File: src/rtl/yuv420_to_rgb565_block_defines.svh
// assertion macros for the yuv420 to rgb565 block
`ifndef YUV420_TO_RGB565_BLOCK_DEFINES_SVH
`define YUV420_TO_RGB565_BLOCK_DEFINES_SVH

`ifndef NO_ASSERTIONS
`define Y2R_ASSERT_NOW(label, clk, rst_n, a, b) \
    label: assert property (@(posedge clk) disable iff (!rst_n) (a) |-> (b)) \
        else $error("assertion failed");
`define Y2R_ASSERT_NEXT(label, clk, rst_n, a, b) \
    label: assert property (@(posedge clk) disable iff (!rst_n) (a) |=> (b)) \
        else $error("assertion failed");
`define Y2R_ASSERT_NEXT_RAW(label, clk, a, b) \
    label: assert property (@(posedge clk) (a) |=> (b)) \
        else $error("assertion failed");
`else
`define Y2R_ASSERT_NOW(label, clk, rst_n, a, b)
`define Y2R_ASSERT_NEXT(label, clk, rst_n, a, b)
`define Y2R_ASSERT_NEXT_RAW(label, clk, a, b)
`endif

`endif

File: src/rtl/y2r_pkg.sv
// constants and pixel helpers for the yuv420 to rgb565 block
`default_nettype none
package y2r_pkg;

    localparam int LUMA_W    = 8;
    localparam int CHROMA_W  = 8;
    localparam int OFF_W     = 10;
    localparam int CHAN_W    = 11;
    localparam int PROD_W    = 32;
    localparam int FRAC_BITS = 24;
    localparam int PIX_W     = 16;
    localparam int PAIR_W    = 32;
    localparam int S_DATA_W  = 48;
    localparam int M_DATA_W  = 64;

    localparam logic [CHROMA_W-1:0] CHROMA_OFFSET = 8'd128;

    // reciprocal multipliers, rounded up, exact for magnitudes up to 128
    localparam longint unsigned ONE_FRAC = 64'd1 << FRAC_BITS;
    localparam logic [PROD_W-1:0] MUL_B  = PROD_W'((443 * ONE_FRAC + 249) / 250);
    localparam logic [PROD_W-1:0] MUL_GU = PROD_W'((17207 * ONE_FRAC + 49999) / 50000);
    localparam logic [PROD_W-1:0] MUL_GV = PROD_W'((35707 * ONE_FRAC + 49999) / 50000);
    localparam logic [PROD_W-1:0] MUL_R  = PROD_W'((701 * ONE_FRAC + 499) / 500);

    function automatic logic [LUMA_W-1:0] clamp8(input logic signed [CHAN_W-1:0] x);
        logic [LUMA_W-1:0] res;
        if (x < 0) begin
            res = '0;
        end else if (x > 255) begin
            res = '1;
        end else begin
            res = x[LUMA_W-1:0];
        end
        return res;
    endfunction

    function automatic logic [PIX_W-1:0] pack_pixel(
        input logic [LUMA_W-1:0]       y,
        input logic signed [OFF_W-1:0] off_b,
        input logic signed [OFF_W-1:0] off_g,
        input logic signed [OFF_W-1:0] off_r
    );
        logic signed [CHAN_W-1:0] ys;
        logic [LUMA_W-1:0] cb;
        logic [LUMA_W-1:0] cg;
        logic [LUMA_W-1:0] cr;
        ys = $signed({3'b000, y});
        cb = clamp8(ys + CHAN_W'(off_b));
        cg = clamp8(ys - CHAN_W'(off_g));
        cr = clamp8(ys + CHAN_W'(off_r));
        return {cr[7:3], cg[7:2], cb[7:3]};
    endfunction

endpackage
`default_nettype wire

File: src/rtl/yuv420_to_rgb565_block.sv
// yuv420 2x2 block to rgb565 pixel pair converter, four-stage pipeline
//
// channel | direction | tdata fields, low bit first
// s_      | in        | luma_top_left, luma_top_right, luma_bottom_left,
//         |           | luma_bottom_right, chroma_u, chroma_v (8 bits each)
// m_      | out       | top_pair_word, bottom_pair_word (32 bits each)
//
// one word per clock while m_tready does not stall the pipeline; m_tvalid is v4_reg, the last stage valid bit
// stages: chroma magnitude, reciprocal multiply, offset sum, clamp and pack
// each stage advances when the one after it is empty or moving
// synchronous active-low reset clears only the stage valid bits
`default_nettype none
`include "yuv420_to_rgb565_block_defines.svh"
module yuv420_to_rgb565_block (
    input  wire logic                          aclk,
    input  wire logic                          aresetn,
    input  wire logic                          s_tvalid,
    output      logic                          s_tready,
    // luma_top_left, luma_top_right, luma_bottom_left, luma_bottom_right, chroma_u, chroma_v
    input  wire logic [y2r_pkg::S_DATA_W-1:0]  s_tdata,
    output      logic                          m_tvalid,
    input  wire logic                          m_tready,
    // top_pair_word, bottom_pair_word
    output      logic [y2r_pkg::M_DATA_W-1:0]  m_tdata
);
    import y2r_pkg::*;

    logic rdy1, rdy2, rdy3, rdy4;

    logic                  v1_reg, v2_reg, v3_reg, v4_reg;
    logic [LUMA_W-1:0]     y1_reg [4];
    logic [LUMA_W-1:0]     y2_reg [4];
    logic [LUMA_W-1:0]     y3_reg [4];
    logic [CHROMA_W-1:0]   au1_reg, av1_reg;
    logic                  su1_reg, sv1_reg, su2_reg, sv2_reg;
    logic [PROD_W-1:0]     pb2_reg, pgu2_reg, pgv2_reg, pr2_reg;
    logic signed [OFF_W-1:0] ob3_reg, og3_reg, or3_reg;
    logic [M_DATA_W-1:0]   out4_reg;

    logic [CHROMA_W-1:0]   u_in, v_in, au_next, av_next;
    logic                  su_next, sv_next;
    logic signed [OFF_W-1:0] ob_next, ogu_next, ogv_next, or_next, og_next;
    logic [PIX_W-1:0]      pix_next [4];
    logic [M_DATA_W-1:0]   out4_next;

    assign rdy4 = !v4_reg || m_tready;
    assign rdy3 = !v3_reg || rdy4;
    assign rdy2 = !v2_reg || rdy3;
    assign rdy1 = !v1_reg || rdy2;
    assign s_tready = rdy1;
    assign m_tvalid = v4_reg;
    assign m_tdata  = out4_reg;

    // chroma magnitude and sign
    always_comb begin
        u_in = s_tdata[39:32];
        v_in = s_tdata[47:40];
        su_next = u_in < CHROMA_OFFSET;
        sv_next = v_in < CHROMA_OFFSET;
        au_next = su_next ? CHROMA_OFFSET - u_in : u_in - CHROMA_OFFSET;
        av_next = sv_next ? CHROMA_OFFSET - v_in : v_in - CHROMA_OFFSET;
    end

    // offsets truncated toward zero
    always_comb begin
        ob_next  = $signed({2'b00, pb2_reg[PROD_W-1:FRAC_BITS]});
        ogu_next = $signed({2'b00, pgu2_reg[PROD_W-1:FRAC_BITS]});
        ogv_next = $signed({2'b00, pgv2_reg[PROD_W-1:FRAC_BITS]});
        or_next  = $signed({2'b00, pr2_reg[PROD_W-1:FRAC_BITS]});
        if (su2_reg) begin
            ob_next  = -ob_next;
            ogu_next = -ogu_next;
        end
        if (sv2_reg) begin
            ogv_next = -ogv_next;
            or_next  = -or_next;
        end
        og_next = ogu_next + ogv_next;
    end

    always_comb begin
        for (int i = 0; i < 4; i++) begin
            pix_next[i] = pack_pixel(y3_reg[i], ob3_reg, og3_reg, or3_reg);
        end
        out4_next = {pix_next[3], pix_next[2], pix_next[1], pix_next[0]};
    end

    always_ff @(posedge aclk) begin
        if (!aresetn) begin
            v1_reg <= 1'b0;
            v2_reg <= 1'b0;
            v3_reg <= 1'b0;
            v4_reg <= 1'b0;
        end else begin
            if (rdy1) begin
                v1_reg <= s_tvalid;
            end
            if (rdy2) begin
                v2_reg <= v1_reg;
            end
            if (rdy3) begin
                v3_reg <= v2_reg;
            end
            if (rdy4) begin
                v4_reg <= v3_reg;
            end
        end
    end

    always_ff @(posedge aclk) begin
        if (rdy1) begin
            for (int i = 0; i < 4; i++) begin
                y1_reg[i] <= s_tdata[i*LUMA_W +: LUMA_W];
            end
            au1_reg <= au_next;
            av1_reg <= av_next;
            su1_reg <= su_next;
            sv1_reg <= sv_next;
        end
        if (rdy2) begin
            y2_reg   <= y1_reg;
            su2_reg  <= su1_reg;
            sv2_reg  <= sv1_reg;
            pb2_reg  <= PROD_W'(au1_reg) * MUL_B;
            pgu2_reg <= PROD_W'(au1_reg) * MUL_GU;
            pgv2_reg <= PROD_W'(av1_reg) * MUL_GV;
            pr2_reg  <= PROD_W'(av1_reg) * MUL_R;
        end
        if (rdy3) begin
            y3_reg  <= y2_reg;
            ob3_reg <= ob_next;
            og3_reg <= og_next;
            or3_reg <= or_next;
        end
        if (rdy4) begin
            out4_reg <= out4_next;
        end
    end

    `Y2R_ASSERT_NEXT(a_accept_fills, aclk, aresetn, s_tvalid && s_tready, v1_reg)
    `Y2R_ASSERT_NEXT(a_mid_stall_holds, aclk, aresetn, v3_reg && !rdy4,
        v3_reg && $stable(ob3_reg) && $stable(og3_reg) && $stable(or3_reg))
    `Y2R_ASSERT_NOW(a_ready_chain, aclk, aresetn, !s_tready,
        v1_reg && v2_reg && v3_reg && v4_reg && !m_tready)
    `Y2R_ASSERT_NEXT_RAW(a_reset_empty, aclk, !aresetn,
        !v1_reg && !v2_reg && !v3_reg && !m_tvalid)

endmodule
`default_nettype wire

File: config.mk
export PLATFORM = sky130hd
export DESIGN_NAME = yuv420_to_rgb565_block
export DESIGN_NICKNAME = d
export VERILOG_FILES = /design/src/rtl/y2r_pkg.sv /design/src/rtl/yuv420_to_rgb565_block.sv
export VERILOG_INCLUDE_DIRS = /design/src /design/src/rtl
export SDC_FILE = /design/constraint.sdc
export NUM_CORES = 1
export LEC_CHECK = 0
export ABC_AREA = 0
export BUFFER_PORTS_ARGS = -buffer_cell sky130_fd_sc_hd__buf_2
export CAP_MARGIN = 20
export CORE_MARGIN = 2
export CORE_UTILIZATION = 43
export DETAILED_ROUTE_END_ITERATION = 6
export PLACE_DENSITY = 0.55
export SLEW_MARGIN = 20
export SYNTH_ARGS = -nofsm -noshare
export SYNTH_HDL_FRONTEND = slang
export SYNTH_SLANG_ARGS = --single-unit
File: constraint.sdc
create_clock -name aclk -period 10.7 [get_ports aclk]
set_clock_uncertainty 0.05 [all_clocks]
set_input_delay 1.605 -clock aclk [delete_from_list [all_inputs] [get_ports aclk]]
set_output_delay 1.605 -clock aclk [all_outputs]
set_load 0.03 [all_outputs]
==> metrics <==
Placed Cells incl. Taps 2853; die extent in x 232 µm; Reg-to-Reg End pr2_reg[29]$_DFFE_PP_; Final HPWL DP between 40000 and 50000 µm; Netlist Area Pre-Place 22300 µm²; HP Start y1_reg[28]$_DFFE_PP_; critical path type flop to flop; Max IR drop VDD around 0.16 mV; CP Data Required Time 10.96 ns; die height 232 µm; Tot GR Track Use 19.8%; via count 15116; number of synthesized flops with an enable pin between 200 and 250; slew margin rel. 38.2%; Top FF cell, synth edfxtp_1; reg2reg setup slack 5.53 ns; global-route wire length before repair approximately 84000 µm; max frequency 193 MHz; initial antenna violation count 0; Synth warnings 0; Worst-Margin Slew between 0.9 and 1 ns; reg2reg path depth 16; Initial Utilization around 43%; crit path max fanout 8; worst hold slack about 0.37 ns; number of global-route vias before repair roughly 16000; port bufs 117; share of cells above drive strength 1 a little under a tenth; clk_lat worst skew around 0.56 ns; Post-CTS Setup Inserts 0; worst setup path end pr2_reg[29]$_DFFE_PP_; Final Cycle Share 48.3%; Root Driver clkbuf_16; Setup-failing EPs final 0; Die ar. approximately 54000 µm²; clock tree from TritonCTS built; Yosys cell types 72; CTS resizes 0; Pins Over Slew Limit 0; type of the most critical hold path flop to flop; Async SR Flop Fraction 0%; reg-to-reg startpoint av1_reg[5]$_DFFE_PP_; global route overflow 0; Post-Route WL just over 50000 µm; #FFs+latches synth ~250; nets@finish 2760; post-cts hold buffer count 0; CTS max path bufs 3; DRT Pass-1 Iters 5; Core Area around 51000 µm²; syn avg cell area approximately 11 µm²; Psw 3.33 mW; max-cap viol count 0; Clk pwr share 13.0%; P_leak ~12 nW; status finished, final reports clean; DR iter-0 viols just under 700; Setup crit start kind flop; arrival time at the worst endpoint between 5 and 6 ns; Switching Share 45.1%; pin count of the biggest net entering global routing 66; num rows between 80 and 90; Residual DRC 0; Area Overhead vs Synth 10.5%; wire per inst 17.9 µm; FILL cells ~4700; crit path time final 5.17 ns; Syn Nets roughly 2600; Comb pwr share a little under two thirds; cts bufs inserted 29; Critical path origin av1_reg[5]$_DFFE_PP_; cells after synthesis 2065; non-filler cells in the finished layout roughly 2900; Total Neg Setup Slack 0 ns; global placer's final weighted congestion 0.877; vias per cell 5.20; RSZ-0062 raised after global routing no; sequential area share after synthesis 32.9%; # H-tree levels 1; pwr dens 300 nW/µm²; n_diodes 0; Worst Setup End Kind flop; max reg flops 64; Hold Vio Cnt, Final 0; post-route ant nets 0; I/O pin cnt 118; Seq pwr share 23.1%; clock sinks roughly 250; Reg clk slew, reported paths 0.06 ns; internal power 4.06 mW
## logic make-up after synthesis
| group | after synthesis | share of synthesized area [%] |
|---|---|---|
| buffers and inverters | 377 | 6.38 |
| AND/OR/NAND/NOR | 329 | 6.97 |
| multiplexers | 6 | 0.281 |
| adder cells (fa/ha/maj) | 504 | 33.6 |
| flip-flops | 245 | 32.9 |
| XOR/XNOR | 121 | 4.76 |
| AO/OA/AOI/OAI | 483 | 15.1 |
## cell type report
cell class | instances | area, µm² | share of cell area (%)
multi-input combinational | 1443 | 13500 | 55.0
sequential | 245 | 7320 | 29.7
inverter | 363 | 1360 | 5.54
tap | 680 | 851 | 3.46
clock buffer | 36 | 752 | 3.06
timing repair buffer | 122 | 623 | 2.53
clock inverter | 18 | 173 | 0.702
## per-stage QoR
| stage | setup slack, ns | utilization, % | cell area (µm²) | total power [mW] |
|---|---|---|---|---|
| after global routing | 5.17 | 48.1 | 24600 | 8.13 |
| after CTS | 5.49 | 48.1 | 24600 | 7.46 |
| after global placement | 5.64 | 46.3 | 23700 | 6.35 |
| after detailed placement | 5.47 | 46.3 | 23700 | 6.44 |
| after floorplan | 5.90 | - | 22300 | 5.29 |
| final | 5.53 | 48.1 | 24600 | 7.39 |
## per-layer routing
layer	vias up	part of all wire, %	track usage, %
met5	-	0	0
met4	0	2.8	5.50
met3	87	3.5	1.97
met2	292	50	35.4
met1	7189	44	25.5
li1	7548	-	-
## critical path, stage by stage (launching register included)
cell and delay (ns):
edfxtp_1 0.57, fa_1 0.62, inv_1 0.12, fa_1 0.50
inv_1 0.06, fa_1 0.50, inv_1 0.05, fa_1 0.51
inv_1 0.04, ha_1 0.33, a21oi_1 0.16, o21ai_0 0.10
a221oi_1 0.38, o21ai_0 0.20, o21a_1 0.29, a31o_2 0.29
xor2_1 0.13
## Yosys cell counts, drive strengths merged (12+ instances only)
cell | instances | area, µm²
a21oi | 110 | 551
a21o | 63 | 475
and3 | 14 | 87.6
edfxtp | 241 | 7240
nor2b | 16 | 100
o211ai | 15 | 123
nand2b | 13 | 81.3
o21a | 61 | 458
nand2 | 72 | 270
nor2 | 113 | 424
fa | 156 | 3120
xor2 | 45 | 394
ha | 348 | 4350
o21bai | 18 | 135
inv | 362 | 1360
clkbuf | 12 | 45.0
o31ai | 13 | 97.6
nand3 | 19 | 95.1
o21ai | 86 | 430
a211oi | 17 | 145
xnor2 | 76 | 666
nor3 | 36 | 180
o31a | 14 | 123
## power by group through the flow
stage / Clock [mW] / Sequential, mW / Combinational (mW)
2_1_floorplan: 0 / 1.90 / 3.39
3_3_place_gp: 0 / 1.72 / 4.63
3_5_place_dp: 0 / 1.73 / 4.71
4_1_cts: 0.992 / 1.71 / 4.76
5_1_grt: 1.03 / 1.74 / 5.36
6_report: 0.964 / 1.70 / 4.72
## cell usage in the layout, fill, tap and decap left out, types with 45 or more instances in the layout
master    instances
a21o_1           61
fa_1            156
a21oi_1         110
xnor2_1          76
o21a_1           61
buf_2           117
inv_1           360
ha_1            348
o21ai_0          82
nor2_1          113
xor2_1           45
edfxtp_1        241
nand2_1          70
## worst min-delay path by stage
stage | endpoint | depth (start not counted)
floorplan | su2_reg$_DFFE_PP_ | 0
global placement | y3_reg[0]$_DFFE_PP_ | 0
detailed placement | y2_reg[28]$_DFFE_PP_ | 0
CTS | y2_reg[28]$_DFFE_PP_ | 0
global route | y2_reg[16]$_DFFE_PP_ | 0
finish | y2_reg[28]$_DFFE_PP_ | 0
Note: power is estimated with default switching activity, not from simulation.
